==> config.mk <==
export PLATFORM = sky130hd
export DESIGN_NAME = rfae_datapath
export DESIGN_NICKNAME = d
export VERILOG_FILES = /design/src/rtl/rfae_pkg.sv /design/src/rtl/rfae_datapath.sv
export SDC_FILE = /design/constraint.sdc
export NUM_CORES = 2
export LEC_CHECK = 0
export BUFFER_PORTS_ARGS = -buffer_cell sky130_fd_sc_hd__buf_2
export CAP_MARGIN = 20
export CORE_ASPECT_RATIO = 0.5
export CORE_MARGIN = 1.5
export CORE_UTILIZATION = 50
export DETAILED_ROUTE_END_ITERATION = 12
export PLACE_DENSITY = 0.65
export SYNTH_ARGS = -nofsm -noshare
export SYNTH_HDL_FRONTEND = slang
export SYNTH_SLANG_ARGS = --single-unit
==> constraint.sdc <==
create_clock -name i_clk -period 10.83 [get_ports i_clk]
set_input_delay 0.5415 -clock i_clk [delete_from_list [all_inputs] [get_ports i_clk]]
set_output_delay 0.5415 -clock i_clk [all_outputs]
set_load 0.02 [all_outputs]
==> src/rtl/rfae_pkg.sv <==
// Package for the register file execute unit: payload types, command codes and sizes.
// Used by every module of the block; depends on nothing.
package rfae_pkg;

    localparam int NUM_REGS = 64;
    localparam int REG_AW   = $clog2(NUM_REGS);
    localparam int IDX_W    = 6;

    typedef enum logic [4:0] {
        CMD_OR = 5'd0, CMD_XOR = 5'd1, CMD_AND = 5'd2, CMD_ADD = 5'd3,
        CMD_SUB = 5'd4, CMD_MUL = 5'd5, CMD_SHL = 5'd6, CMD_SAR = 5'd7,
        CMD_DIV = 5'd8, CMD_MOD = 5'd9, CMD_CMPE = 5'd10, CMD_CMPNE = 5'd11,
        CMD_CMPL = 5'd12, CMD_CMPGE = 5'd13, CMD_CMPLE = 5'd14, CMD_CMPG = 5'd15,
        CMD_LDI = 5'd16
    } t_cmd;

    localparam logic [1:0] ST_OK     = 2'd0;
    localparam logic [1:0] ST_DIV0   = 2'd1;
    localparam logic [1:0] ST_HALTED = 2'd2;

    typedef struct packed {
        logic [4:0]        cmd;
        logic [IDX_W-1:0]  dst;
        logic [IDX_W-1:0]  src_a;
        logic [IDX_W-1:0]  src_b;
        logic signed [31:0] imm;
    } t_in;

    typedef struct packed {
        logic signed [31:0] value;
        logic               written;
        logic [1:0]         status;
    } t_out;

    // Controller to datapath commands.
    typedef struct packed {
        logic load;      // capture the transaction
        logic rd;        // read the source registers
        logic exec;      // compute the ALU result
        logic div_start;
        logic div_step;
        logic wr;        // write back and form the result
    } t_ctl;

    // Datapath to controller status.
    typedef struct packed {
        logic is_div;
        logic div_zero;
        logic div_done;
    } t_sts;

endpackage

==> src/rtl/rfae_datapath.sv <==
// Datapath: register file memory, ALU, multiplier and bit-serial divider.
// Depends on rfae_pkg.
module rfae_datapath (
    input  logic            i_clk,
    input  logic            i_rst_n,
    input  rfae_pkg::t_ctl  i_ctl,
    input  rfae_pkg::t_in   i_item,
    input  logic            i_halted,
    output rfae_pkg::t_sts  o_sts,
    output rfae_pkg::t_out  o_res
);
    import rfae_pkg::*;

    logic [31:0] r_mem [NUM_REGS];
    t_in         r_item;
    logic [31:0] r_a, r_b, r_res;
    logic [REG_AW-1:0] r_clr;
    logic        r_clr_busy;
    // Divider state.
    logic [31:0] r_q, r_rem, r_mb;
    logic [5:0]  r_cnt;
    logic        r_neg_q, r_neg_r;

    logic [REG_AW-1:0] ia, ib, id;
    assign ia = r_item.src_a[REG_AW-1:0];
    assign ib = r_item.src_b[REG_AW-1:0];
    assign id = r_item.dst[REG_AW-1:0];

    // Capture the transaction.
    always_ff @(posedge i_clk) begin
        if (i_ctl.load) r_item <= i_item;
    end

    // Register file with a clearing pass after reset, one entry a cycle.
    always_ff @(posedge i_clk) begin
        if (!i_rst_n) begin
            r_clr      <= '0;
            r_clr_busy <= 1'b1;
        end else if (r_clr_busy) begin
            r_mem[r_clr] <= '0;
            r_clr        <= r_clr + 1'b1;
            if (r_clr == REG_AW'(NUM_REGS - 1)) r_clr_busy <= 1'b0;
        end else if (i_ctl.wr && !i_halted && !o_sts.div_zero && r_item.cmd <= CMD_LDI) begin
            r_mem[id] <= r_res;
        end
        if (i_ctl.rd) begin
            r_a <= r_mem[ia];
            r_b <= r_mem[ib];
        end
    end

    assign o_sts.is_div   = (r_item.cmd == CMD_DIV) || (r_item.cmd == CMD_MOD);
    assign o_sts.div_zero = o_sts.is_div && (r_b == 32'd0);
    assign o_sts.div_done = (r_cnt == 6'd0);

    // Combinational ALU operations.
    logic [31:0] alu;
    logic signed [31:0] sa, sb;
    assign sa = r_a;
    assign sb = r_b;
    always_comb begin
        unique case (r_item.cmd)
            CMD_OR:    alu = r_a | r_b;
            CMD_XOR:   alu = r_a ^ r_b;
            CMD_AND:   alu = r_a & r_b;
            CMD_ADD:   alu = r_a + r_b;
            CMD_SUB:   alu = r_a - r_b;
            CMD_MUL:   alu = 32'(r_a * r_b);
            CMD_SHL:   alu = r_a << r_b[4:0];
            CMD_SAR:   alu = 32'(sa >>> r_b[4:0]);
            CMD_CMPE:  alu = {32{sa == sb}};
            CMD_CMPNE: alu = {32{sa != sb}};
            CMD_CMPL:  alu = {32{sa < sb}};
            CMD_CMPGE: alu = {32{sa >= sb}};
            CMD_CMPLE: alu = {32{sa <= sb}};
            CMD_CMPG:  alu = {32{sa > sb}};
            CMD_LDI:   alu = r_item.imm;
            default:   alu = '0;
        endcase
    end

    // Restoring divider on magnitudes, one quotient bit a cycle.
    logic [32:0] trial;
    assign trial = {r_rem, r_q[31]} - {1'b0, r_mb};
    always_ff @(posedge i_clk) begin
        if (!i_rst_n) begin
            r_cnt <= '0;
        end else if (i_ctl.div_start) begin
            r_q     <= r_a[31] ? -r_a : r_a;
            r_mb    <= r_b[31] ? -r_b : r_b;
            r_rem   <= '0;
            r_cnt   <= 6'd32;
            r_neg_q <= r_a[31] ^ r_b[31];
            r_neg_r <= r_a[31];
        end else if (i_ctl.div_step && r_cnt != 6'd0) begin
            r_cnt <= r_cnt - 1'b1;
            if (!trial[32]) begin
                r_rem <= trial[31:0];
                r_q   <= {r_q[30:0], 1'b1};
            end else begin
                r_rem <= {r_rem[30:0], r_q[31]};
                r_q   <= {r_q[30:0], 1'b0};
            end
        end
    end

    // Result register, loaded by exec or at the end of a division.
    always_ff @(posedge i_clk) begin
        if (i_ctl.exec) begin
            r_res <= alu;
        end else if (i_ctl.div_step && r_cnt == 6'd0) begin
            if (r_item.cmd == CMD_MOD) r_res <= r_neg_r ? -r_rem : r_rem;
            else                       r_res <= r_neg_q ? -r_q : r_q;
        end
    end

    // Result item formed from the stored result, the halt state and a zero divisor.
    always_comb begin
        o_res = '0;
        if (i_halted) begin
            o_res.status = ST_HALTED;
        end else if (o_sts.div_zero) begin
            o_res.status = ST_DIV0;
        end else if (r_item.cmd <= CMD_LDI) begin
            o_res.value   = r_res;
            o_res.written = 1'b1;
        end
    end
endmodule

==> results.cfg <==
[setup_path]
r2r_setup_slack_ps = 1570
critPathMaxFanout = 22
end_kind = flop
crit_path_start_kind = flop
r2r_cells = 22
r2r_start = r_b[6]
cp.arrival_ps = 9810
r2r_end = r_res[29]
cp.required_ps = 11380
critPathKind = reg -> reg

[finish]
utilization_pct = 55.4
drive_above_1_share_pct = 26.2
num-nets-final = 8949
n_fill_cell = 20400
syn_to_final_growth_pct = 9.65

[floorplanning]
coreArea_um2 = 260000
row_count = 132
die_x_um = 729
initial_core_util_pct = 50.6
die_h_um = 366
die_area_um2 = 267000
io_pins = 102

[routing]
first_iter_violations = 13300
ant_nets = 0
num_vias = 83400
viasPerCell = 7.03
firstDrtPassIters = 6
remaining_drc_errors = 0
wl_per_cell_um = 38.7
routed_wl_mm = 459

[sta]
tightest_slew_ps = 1270
tns_ps = 0
fin_crit_sh_pct = 85.5
fin_skew_ps = 146
min_period_ps = 9260
max_freq_mhz = 108
worst_slack_ps = 1570
holdWs_ps = 88.0
grt_setup_unrepaired = no
final_hold_viol_count = 0
timing.slew.headroom_pct = 15.4
finalSetupViolCount = 0
finalMaxSlewViolations = 0

[synth]
yosys.area_share.adder_pct = 8.71
syn_area_per_cell_um2 = 16.1
synth_compound_area_share_pct = 4.18
synth_largest_area_cell = edfxtp_1
synth-edff-count = 2297
synth_area_um2 = 132000
synth_top_family_by_area = multiplexers
yosys.cell_types.count = 91
synth.top_cells.by_area = edfxtp_1 (52%), mux4_2 (24%), fa_1 (6.3%)
synth-xor-area-share_pct = 1.64
ys_ff_latch = 2310
syn_nets = 8919
ys_warn_count = 0
synthMostInstantiatedCell = edfxtp_1
synth-simple-area-share_pct = 4.99
post-synth-top-area-fraction_pct = 52.4
synthArstFlopShare_pct = 0
ys.flop_type = edfxtp_1
syn_inst = 8185
synth_mux_area_share_pct = 24.6
synth-seq-area-share_pct = 52.6
synth_common_cells = edfxtp_1 (2,297), mux4_2 (1,387), nor2_1 (674)

[clock_network]
clockRootBuffer = clkbuf_16
clock_path_buffers = 4
cts.clk_slew.worst_paths_ps = 80
cts_tree = built
clock_sinks = 2310
clk_latency_ps = 950
htree_levels = 4
cts_buffers = 210

[power_and_ir_drop]
seq_power_share_pct = 21.9
clkPwrFrac_pct = 16.0
switching_power_w = 0.0222
sw_frac_of_total_pct = 47.9
ir_drop_mv = 1.62
internal_power_w = 0.0242
p_leak_nw = 48.8
p_total_w = 0.0464
p_per_area_nw_per_um2 = 321
pwr-share-comb_pct = 62.1

[placed_design]
place.gp.congestion = 1.00
port_buffers = 101
dp_worst_setup_slack_ps = 1780
hpwl_mm = 290

[global_routing]
antenna_found_initial = 33
grt.overflow.total = 0
grt_start_max_net_pins = 149
track_usage_pct = 34.4
grt_pass1_vias = 82000
grt_pass1_wl_mm = 640

[min_path]
holdCritPathClass = in -> reg
min_to = r_clr_busy
worstHoldStart = i_rst_n
worst_hold_path.num_cells = 3

[run_status]
outcome = finished, final reports clean

[flow_run]
drv_cap = 0
-- repair_timing --
item,in CTS,in global routing
endpoints found under the hold margin,58,0
gates resized for setup,0,0
hold buffers,56,0
setup buffers,0,0
-- power groups by stage --
stage	sequential [W]	combinational (W)	clock [W]
5_1_grt	0.0102	0.0313	0.00779
6_report	0.0102	0.0288	0.00742
2_1_floorplan	0.0102	0.0215	0
3_5_place_dp	0.0103	0.0286	0
3_3_place_gp	0.0103	0.0286	0
4_1_cts	0.0102	0.0287	0.00746
-- placed cells by master (no fill, tap or decap), types with 41 or more instances in the layout --
cell type,synthesis,layout
nand3_1,54,54
buf_12,0,41
nand2_1,409,408
ha_1,259,259
clkinv_1,9,50
a21oi_1,227,227
edfxtp_1,2297,2297
mux2i_1,89,89
buf_2,24,99
mux4_2,1387,1387
o31ai_1,54,54
inv_1,516,514
nor3_1,63,60
nor2_4,0,57
fa_1,411,411
xor2_1,54,54
buf_4,1,209
nor2_1,674,615
clkbuf_16,0,213
dlygate4sd3_1,0,56
o21ai_0,163,163
xnor2_1,191,191
o22ai_1,41,41
and2_1,84,49
-- registers in the layout (all words and copies together) (netlist names) --
signal and flops:
r_res 32, ia 6, r_rem 32, r_q 32, r_clr_busy 1, r_item 37
r_b 32, r_cnt 6, r_neg_q 1, id 6, r_mb 32, r_mem 2048
r_neg_r 1, r_clr 6, ib 6, r_a 32
-- stage by stage --
step	instances	instance area (µm²)
floorplan	8185	132000
global placement	11400	137000
detailed placement	11400	137000
CTS	11800	144000
global route	11800	144000
finish	11900	144000
-- layout make-up --
class / instances / area, µm² / share of cell area, %
clock inverter: 110 / 1020 / 0.708
tap: 3484 / 4360 / 3.02
inverter: 534 / 2010 / 1.39
multi-input combinational: 4751 / 58700 / 40.7
antenna: 22 / 55.1 / 0.0381
clock buffer: 250 / 5470 / 3.79
timing repair buffer: 408 / 3510 / 2.43
sequential: 2310 / 69200 / 48.0
-- logic make-up after synthesis --
kind of cell,after synthesis
muxes,1502
DFF,2310
AOI/OAI and AO/OA,845
xor gates and xnor gates,246
adders and majority gates,670
and+or+nand+nor,1488
buffers and inverters,1124
-- critical path, cell delays in order, from the launching register on --
cell and delay [ps]:
edfxtp_1 590, inv_1 850, nor2_1 150, fa_1 580, fa_1 440, fa_1 510, inv_1 50, fa_1 470
inv_1 50, fa_1 500, inv_1 60, fa_1 530, inv_1 50, fa_1 490, fa_1 410, ha_1 420
nand2_1 80, o21ai_1 510, a2111oi_0 250, nor3_1 740, mux2i_1 420, o41ai_1 680, nand2_1 100
-- routing by layer --
| layer | GRT usage (%) | share of wire (%) | vias up |
|---|---|---|---|
| met4 | 15.4 | 5.5 | 22 |
| li1 | - | - | 32300 |
| met3 | 12.0 | 14 | 1106 |
| met1 | 47.7 | 37 | 44000 |
| met2 | 49.5 | 43 | 5919 |
| met5 | 0 | 0.064 | - |
-- how the worst max path moves through the flow --
stage | depth (start not counted) | end | start
6_report | 22 | r_res[29] | r_b[6]
5_1_grt | 23 | r_res[28] | r_b[6]
4_1_cts | 23 | r_res[28] | r_b[6]
3_5_place_dp | 23 | r_res[28] | r_b[11]
3_3_place_gp | 25 | r_res[29] | r_a[7]
2_1_floorplan | 31 | r_res[28] | r_b[2]
No activity file was read; power rests on OpenSTA's default activity.
