### src/rtl/rfae_pkg.sv
// Package for the register file execute unit: payload types, command codes and sizes.
// Used by every module of the block; depends on nothing.
package rfae_pkg;

    localparam int NUM_REGS = 64;
    localparam int REG_AW   = $clog2(NUM_REGS);
    localparam int IDX_W    = 6;

    typedef enum logic [4:0] {
        CMD_OR = 5'd0, CMD_XOR = 5'd1, CMD_AND = 5'd2, CMD_ADD = 5'd3,
        CMD_SUB = 5'd4, CMD_MUL = 5'd5, CMD_SHL = 5'd6, CMD_SAR = 5'd7,
        CMD_DIV = 5'd8, CMD_MOD = 5'd9, CMD_CMPE = 5'd10, CMD_CMPNE = 5'd11,
        CMD_CMPL = 5'd12, CMD_CMPGE = 5'd13, CMD_CMPLE = 5'd14, CMD_CMPG = 5'd15,
        CMD_LDI = 5'd16
    } t_cmd;

    localparam logic [1:0] ST_OK     = 2'd0;
    localparam logic [1:0] ST_DIV0   = 2'd1;
    localparam logic [1:0] ST_HALTED = 2'd2;

    typedef struct packed {
        logic [4:0]        cmd;
        logic [IDX_W-1:0]  dst;
        logic [IDX_W-1:0]  src_a;
        logic [IDX_W-1:0]  src_b;
        logic signed [31:0] imm;
    } t_in;

    typedef struct packed {
        logic signed [31:0] value;
        logic               written;
        logic [1:0]         status;
    } t_out;

    // Controller to datapath commands.
    typedef struct packed {
        logic load;      // capture the transaction
        logic rd;        // read the source registers
        logic exec;      // compute the ALU result
        logic div_start;
        logic div_step;
        logic wr;        // write back and form the result
    } t_ctl;

    // Datapath to controller status.
    typedef struct packed {
        logic is_div;
        logic div_zero;
        logic div_done;
    } t_sts;

endpackage

### src/rtl/rfae_ctrl.sv
// Controller state machine: sequences read, execute, divide and write back.
// Depends on rfae_pkg.
module rfae_ctrl (
    input  logic            i_clk,
    input  logic            i_rst_n,
    input  logic            i_valid,
    output logic            o_stall,
    output logic            o_valid,
    input  logic            i_stall,
    input  rfae_pkg::t_sts  i_sts,
    output rfae_pkg::t_ctl  o_ctl,
    output logic            o_halted
);
    import rfae_pkg::*;

    typedef enum logic [6:0] {
        S_CLEAR = 7'b0000001, S_IDLE = 7'b0000010, S_READ = 7'b0000100,
        S_EXEC  = 7'b0001000, S_DIV  = 7'b0010000, S_WB   = 7'b0100000,
        S_OUT   = 7'b1000000
    } t_state;

    t_state r_state, n_state;
    logic [REG_AW:0] r_clr, n_clr;
    logic r_halted, n_halted;

    assign o_stall  = (r_state != S_IDLE);
    assign o_valid  = (r_state == S_OUT);
    assign o_halted = r_halted;

    always_comb begin
        n_state  = r_state;
        n_clr    = r_clr;
        n_halted = r_halted;
        o_ctl    = '0;
        unique case (r_state)
            S_CLEAR: begin
                n_clr = r_clr + 1'b1;
                if (r_clr == (REG_AW+1)'(NUM_REGS - 1)) n_state = S_IDLE;
            end
            S_IDLE: begin
                o_ctl.load = i_valid;
                if (i_valid) n_state = S_READ;
            end
            S_READ: begin
                o_ctl.rd = 1'b1;
                n_state  = S_EXEC;
            end
            S_EXEC: begin
                o_ctl.exec = 1'b1;
                if (i_sts.is_div && !i_sts.div_zero && !r_halted) begin
                    o_ctl.div_start = 1'b1;
                    n_state = S_DIV;
                end else begin
                    n_state = S_WB;
                end
            end
            S_DIV: begin
                o_ctl.div_step = 1'b1;
                if (i_sts.div_done) n_state = S_WB;
            end
            S_WB: begin
                o_ctl.wr = 1'b1;
                n_state  = S_OUT;
            end
            S_OUT: begin
                if (!i_stall) begin
                    if (i_sts.div_zero) n_halted = 1'b1;
                    n_state = S_IDLE;
                end
            end
            default: n_state = S_IDLE;
        endcase
    end

    always_ff @(posedge i_clk) begin
        if (!i_rst_n) begin
            r_state  <= S_CLEAR;
            r_clr    <= '0;
            r_halted <= 1'b0;
        end else begin
            r_state  <= n_state;
            r_clr    <= n_clr;
            r_halted <= n_halted;
        end
    end
endmodule

### config.mk
export PLATFORM = sky130hd
export DESIGN_NAME = rfae_ctrl
export DESIGN_NICKNAME = d
export VERILOG_FILES = /design/src/rtl/rfae_pkg.sv /design/src/rtl/rfae_ctrl.sv
export SDC_FILE = /design/constraint.sdc
export NUM_CORES = 1
export LEC_CHECK = 0
export BUFFER_PORTS_ARGS = -buffer_cell sky130_fd_sc_hd__buf_2
export CAP_MARGIN = 10
export CORE_MARGIN = 3
export CORE_UTILIZATION = 56
export DETAILED_ROUTE_END_ITERATION = 16
export PLACE_DENSITY = 0.92
export SLEW_MARGIN = 40
export SYNTH_ARGS = -nofsm -noshare
export SYNTH_HDL_FRONTEND = slang
export SYNTH_SLANG_ARGS = --single-unit
### constraint.sdc
create_clock -name i_clk -period 3.6 [get_ports i_clk]
set_input_delay 0.9 -clock i_clk [delete_from_list [all_inputs] [get_ports i_clk]]
set_output_delay 0.9 -clock i_clk [all_outputs]
set_load 0.005 [all_outputs]
==> results of run 1 <==
==> routing by layer <==
layer | vias to the layer above | part of all wire, %
li1 | 368 | -
met1 | 324 | 51
met2 | 14 | 42
met3 | 2 | 5.2
met4 | 0 | 1.1
met5 | - | 0
==> stage by stage <==
step / hold slack (ps) / utilization [%] / setup WS (ps) / total power, W
6_report: 484.5 / 70.25 / 981.4 / 0.0003468
2_1_floorplan: 443.7 / - / 1483 / 0.0002368
3_3_place_gp: 453.9 / 68.21 / 1270 / 0.0002497
3_5_place_dp: 471.0 / 68.21 / 1252 / 0.0002531
5_1_grt: 501.6 / 70.25 / 873.5 / 0.0003647
4_1_cts: 484.6 / 70.25 / 976.4 / 0.0003482
==> registers in the layout, indices dropped and copies added, names as in the netlist <==
signal / count
o_halted: 1
r_clr: 7
r_state: 7
==> area by class of cell <==
type / instances / share of cell area, %
Timing Repair Buffer: 15 / 7.916
Sequential cell: 15 / 31.66
Tap cell: 15 / 1.979
Clock inverter: 1 / 0.5277
Clock buffer: 3 / 2.375
Inverter: 6 / 2.375
Multi-Input combinational cell: 68 / 53.17
==> worst register-to-register path, cell delays in order (launching register included) <==
cell and delay, ps:
dfxtp_1 490, or3b_1 460, a31oi_1 240, o21ai_1 170, and4_1 240
==> cells by family (layout without fill, tap and decap cells) <==
family                   after synthesis  after routing  share of synthesized area (%)
flip-flops                            15             15                          36.14
AND/OR/NAND/NOR                       47             47                          42.17
buffers and inverters                  7             25                          3.162
AO/OA/AOI/OAI                         15             15                          11.75
XOR/XNOR                               5              5                          5.272
adder cells (fa/ha/maj)                1              1                          1.506
==> worst max path at each step <==
| stage | from | end | slack [ps] |
|---|---|---|---|
| after CTS | r_state[2]$_SDFFE_PN0P_ | o_valid | 980 |
| after global placement | i_sts[1] | o_ctl[2] | 1270 |
| final | r_state[5]$_SDFFE_PN0P_ | o_valid | 980 |
| after floorplan | r_state[2]$_SDFFE_PN0P_ | o_valid | 1480 |
| after global routing | r_state[5]$_SDFFE_PN0P_ | o_valid | 870 |
| after detailed placement | i_sts[1] | o_ctl[2] | 1250 |
==> placed cells by master (no fill, tap or decap), types with 3 or more instances in the layout <==
cell type	count
buf_2	15
dfxtp_1	15
nand2_1	9
nor2_1	6
inv_1	6
and2_1	5
nand3_1	4
and4_1	3
xnor2_1	3
o21ai_1	3
clkbuf_4	3
==> report_power, final <==
group | leakage (nW) | switching, W | total [W] | internal, W
logic | 0.284 | 0.0000326 | 0.0000595 | 0.0000269
registers | 0.122 | 0.0000139 | 0.000191 | 0.000177
clock network | 0.0177 | 0.0000554 | 0.0000966 | 0.0000412
==> key figures, run 1 <==
Setup path
  – Critical path class: flop to output port
  – Worst r2r dst: r_state[3]$_SDFFE_PN0P_
  – Crit. End Element: output port
  – Slowest cell on the critical path: or4_4
  – Reg-to-reg startpoint: r_state[0]$_SDFFE_PN1P_
  – CP Launch Type: flop
  – Largest stage delay, worst path: 570 ps
  – Worst Reg-to-Reg Cells: 4
  – Worst path cell trace: or4_4 > nor4b_2 > buf_2
  – Top delay family on crit path: simple AND/OR/NAND/NOR gates
  – Worst endpoint required time: approximately 2700 ps
  – CP arrival: around 1700 ps
  – Worst path depth: 3
  – Buffer and inverter count on the worst path: 1
  – Crit-path max FO: 7
  – Reg2reg setup slack: roughly 1900 ps

Detailed routing
  – Drt first pass iters: 4
  – Drt wl/cell: 12.80 um
  – Iter 0 DRT Violations: 5
  – DRC errors left: 0
  – Total wire length: 1574 um
  – Vias: 708
  – Post-DRT Antenna Nets: 0
  – Via density per instance: about 5.8

Cells and area
  – Non-filler cells, final: 123
  – Multi-input gate area: 504.2 sq um
  – NumNets Final: 117
  – Final instance area: 948.4 sq um
  – # diodes: 0
  – Number of fill cells: between 100 and 150
  – Area grow syn2layout: 14.16%
  – Seq. cell area: 300.3 sq um
  – Layout cells sized above 1: 24.07%

Run status
  – Status: completed

Logic synthesis
  – Post-synth top flop: dfxtp_1
  – Ys async rst share: 0%
  – Synthesized net count: 98
  – Post-synth EDFFs: 0
  – Cell with the most instances after synthesis: dfxtp_1
  – Cell Area, Synth: ~830 sq um
  – Largest cells by area after synthesis: dfxtp_1 36%, nor4_4 5.1%, nand2_1 4.1%
  – Post-synth cell types: 36
  – Post-Syn Area per Cell: 9.231 sq um
  – Synth warnings: 0
  – Yosys top cell by area: dfxtp_1
  – Seq/Total Area, Yosys: 36.14%
  – Post-synth top area share: 36.14%
  – Cells after synthesis: 90
  – Post-synth top cells: 15 x dfxtp_1, 9 x nand2_1, 6 x inv_1, 6 x nor2_1, 5 x and2_1
  – FF+latch count, synth: 15

Clocking
  – Worst-Skew Late Latency: ~280 ps
  – Hold buffers post-CTS: 0
  – Post-CTS setup buffers: 0
  – Clock transition at path regs: 90 ps
  – Bufs on Longest Clock Path: 2
  – Clock buffer count from CTS: 3
  – Root buf cell: clkbuf_4
  – CTS tree: yes
  – # H-tree levels: 1
  – Post_cts resized: 0
  – Clock sinks: 15

Global routing
  – Met3 usage: between 4 and 5%
  – Gr usage total: 18.12%
  – First-pass GRT wire length: ~2600 um
  – Overflow after GRT: 0
  – Met1 Usage GRT: between 20% and 30%
  – Vias in the first global route: 619
  – Met2 GRT Util: 26.36%
  – Largest net degree at the start of global routing: 17
  – GRT busiest layer: met2
  – Initial antenna violation count: 0

Min path
  – Hold Path Stages: 2
  – Hold Crit Class: flop to flop
  – Worst Hold Endpoint: r_clr[4]$_SDFFE_PN0N_
  – Hold Crit Start: r_clr[4]$_SDFFE_PN0N_

Floorplan
  – Initial core utilization: 61.54%
  – Die area: 0.001982 sq mm
  – I/O pin count: 16
  – Die X: around 45 um
  – Die height: around 45 um
  – Std cell rows: 13
  – Core area: 0.001350 sq mm

Timing
  – Unrepaired setup endpoints after global routing: false
  – Clock Skew: 3.665 ps
  – FMAX: 381.9 MHz
  – Tightest Pin Transition: a little over 500 ps
  – Pins Over Slew Limit: 0
  – Minimum clock period: between 2000 and 3000 ps
  – Relative slew margins: 65.66%
  – Final hold vios: 0
  – Final setup fails: 0
  – Final period util: 72.74%
  – Setup TNS: 0 ps

Flow run
  – Number of max-cap violations: 0

Place
  – Hpwl dp: 1218 um
  – PortBufs: 15
  – RePlAce Congestion: 0.7724
  – Placed Area: about 920 sq um
  – Placed Cells: about 120

Power
  – Worst vdd ir: ~0.24 mV
  – Leak pwr: 0.4232 nW
  – Pwr dens: 365.7 mW/mm^2
Power figures use the tool's default switching activity.
==> run 2, diff against run 1 <==
--- a/config.mk
+++ b/config.mk
@@ -8,9 +8,9 @@
 export BUFFER_PORTS_ARGS = -buffer_cell sky130_fd_sc_hd__buf_2
 export CAP_MARGIN = 10
 export CORE_MARGIN = 3
-export CORE_UTILIZATION = 56
+export CORE_UTILIZATION = 52
 export DETAILED_ROUTE_END_ITERATION = 16
-export PLACE_DENSITY = 0.92
+export PLACE_DENSITY = 0.87
 export SLEW_MARGIN = 40
 export SYNTH_ARGS = -nofsm -noshare
 export SYNTH_HDL_FRONTEND = slang
==> constraint.sdc (replaced) <==
create_clock -name i_clk -period 2.7 [get_ports i_clk]
set_input_delay 0.675 -clock i_clk [delete_from_list [all_inputs] [get_ports i_clk]]
set_output_delay 0.675 -clock i_clk [all_outputs]
set_load 0.005 [all_outputs]
==> run 2 against run 1 <==
First-iteration DRC count up 80%. Largest power group unchanged. Wire length up 8.3%. Critical endpoint unchanged. Final cell count unchanged. Clock power up 38%. Non-clock buffer count unchanged.
==> key figures, run 2 (synthesis results as in run 1) <==
Global routing
  – Initial antenna violation count: 0 (unchanged)
  – Gr usage total: 18.80% (was 18.12%)
  – Largest net degree at the start of global routing: 17 (unchanged)
  – Vias in the first global route: 645 (was 619)
  – Overflow after GRT: 0 (unchanged)
  – First-pass GRT wire length: 2829 um (was 2622 um)

Setup path
  – Reg-to-reg startpoint: r_state[0]$_SDFFE_PN1P_ (unchanged)
  – CP arrival: 1730 ps (was 1720 ps)
  – CP Launch Type: flop (unchanged)
  – Crit-path max FO: 5 (was 7)
  – Critical path class: flop to output port (unchanged)
  – Worst endpoint required time: 2030 ps (was 2700 ps)
  – Worst Setup SP: r_state[2]$_SDFFE_PN0P_ (was r_state[5]$_SDFFE_PN0P_)
  – Crit. End Element: output port (unchanged)

Clocking
  – Clock buffer count from CTS: 3 (unchanged)
  – Post-CTS setup buffers: 0 (unchanged)
  – # H-tree levels: 1 (unchanged)
  – Root buf cell: clkbuf_4 (unchanged)
  – CTS tree: yes (unchanged)
  – Hold buffers post-CTS: 0 (unchanged)
  – Worst-Skew Late Latency: 290 ps (was 280 ps)
  – Post_cts resized: 0 (unchanged)
  – Clock sinks: 15 (unchanged)
  – Bufs on Longest Clock Path: 2 (unchanged)
  – Clock transition at path regs: 90 ps (about the same)

Cells and area
  – Layout cells sized above 1: 24.07% (unchanged)
  – Multi-input gate area: 504.2 sq um (unchanged)
  – Most frequent cells in the layout: 15 x buf_2, 15 x dfxtp_1, 9 x nand2_1 (unchanged)
  – Seq. cell area: 300.3 sq um (unchanged)
  – Finished Core Util: 67.80% (was 70.25%)
  – NumNets Final: 117 (unchanged)
  – # diodes: 0 (unchanged)
  – Number of fill cells: 102 (was 106)
  – Area grow syn2layout: 14.16% (unchanged)

Timing
  – Final setup fails: 0 (unchanged)
  – Relative slew margins: 57.91% (was 65.66%)
  – Unrepaired setup endpoints after global routing: false (unchanged)
  – Pins Over Slew Limit: 0 (unchanged)
  – Minimum clock period: 2401 ps
  – WHS: 488.4 ps (was 484.5 ps)
  – FMAX: 416.5 MHz
  – Final hold vios: 0 (unchanged)
  – Tightest Pin Transition: 622.6 ps (was 508.0 ps)
  – Clock Skew: 1.879 ps (was 3.665 ps)
  – Setup TNS: 0 ps (unchanged)
  – Final period util: 88.92%

Min path
  – Hold Crit Class: flop to flop (unchanged)
  – Hold Crit Start: r_clr[4]$_SDFFE_PN0N_ (unchanged)

Power
  – Leak pwr: 0.4232 nW (unchanged)
  – Overall power: 0.0004650 W (was 0.0003468 W)
  – Worst vdd ir: 0.2535 mV (was 0.2411 mV)
  – Pwr dens: 490.3 mW/mm^2 (was 365.7 mW/mm^2)

Detailed routing
  – DRC errors left: 0 (unchanged)
  – Drt wl/cell: 13.85 um (was 12.80 um)
  – Via density per instance: 6.000 (was 5.756)
  – Post-DRT Antenna Nets: 0 (unchanged)
  – Vias: 738 (was 708)
  – Iter 0 DRT Violations: 9 (was 5)
  – Drt first pass iters: 6 (was 4)
  – Total wire length: 1704 um (was 1574 um)

Floorplan
  – I/O pin count: 16 (unchanged)
  – Die height: 45.97 um (was 44.52 um)
  – Core area: 0.001399 sq mm (was 0.001350 sq mm)
  – Initial core utilization: 59.39% (was 61.54%)
  – Die X: 45.97 um (was 44.52 um)
  – Std cell rows: 13 (unchanged)
  – Die area: 0.002113 sq mm (was 0.001982 sq mm)

Flow run
  – Number of max-cap violations: 0 (unchanged)

Run status
  – Status: completed (unchanged)

Place
  – Hpwl dp: 1254 um (was 1218 um)
  – RePlAce Congestion: 0.7924 (was 0.7724)
  – PortBufs: 15 (unchanged)
-- run 2: cell counts in the layout (fill, tap and decap cells not counted) --
Identical to the previous run, type by type.
-- run 2: final timing paths --
kind / to / slack (ps) / cells after the start
max: o_valid / 300 / 3
min: r_clr[4]$_SDFFE_PN0N_ / 490 / 2
max reg2reg: r_state[3]$_SDFFE_PN0P_ / 980 / 4
min reg2reg: r_clr[4]$_SDFFE_PN0N_ / 490 / 2
-- run 2: power breakdown --
group          switching, W  internal, W  total [W]
Combinational     0.0000425    0.0000357  0.0000781
Sequential        0.0000186     0.000236   0.000254
Clock             0.0000774    0.0000551   0.000133
Total              0.000138     0.000327   0.000465
-- run 2: per-stage QoR --
stage,setup WS [ps],instance area [sq um],cells
4_1_cts,299.0,948.4,123
5_1_grt,210.6,948.4,123
6_report,299.1,948.4,123
3_3_place_gp,668.3,920.9,119
2_1_floorplan,807.6,830.8,90
3_5_place_dp,623.5,920.9,119
-- run 2: area by class of cell --
class,instances,area share (%)
sequential,15,31.66
inverter,6,2.375
timing repair buffer,15,7.916
clock inverter,1,0.5277
multi-input combinational,68,53.17
tap,15,1.979
clock buffer,3,2.375
-- run 2: routing by layer --
metal / GRT usage, % / up-vias / share of wire, %
li1: - / 367 / -
met1: 24.64 / 337 / 46
met2: 26.92 / 29 / 45
met3: 4.743 / 5 / 6.7
met4: 11.93 / 0 / 2.2
met5: 0 / - / 0
-- run 2: worst max-delay path, stage by stage, from the launching register on --
cell and delay (ps):
dfxtp_1 390, or4_4 610, nor4b_2 270, buf_2 160
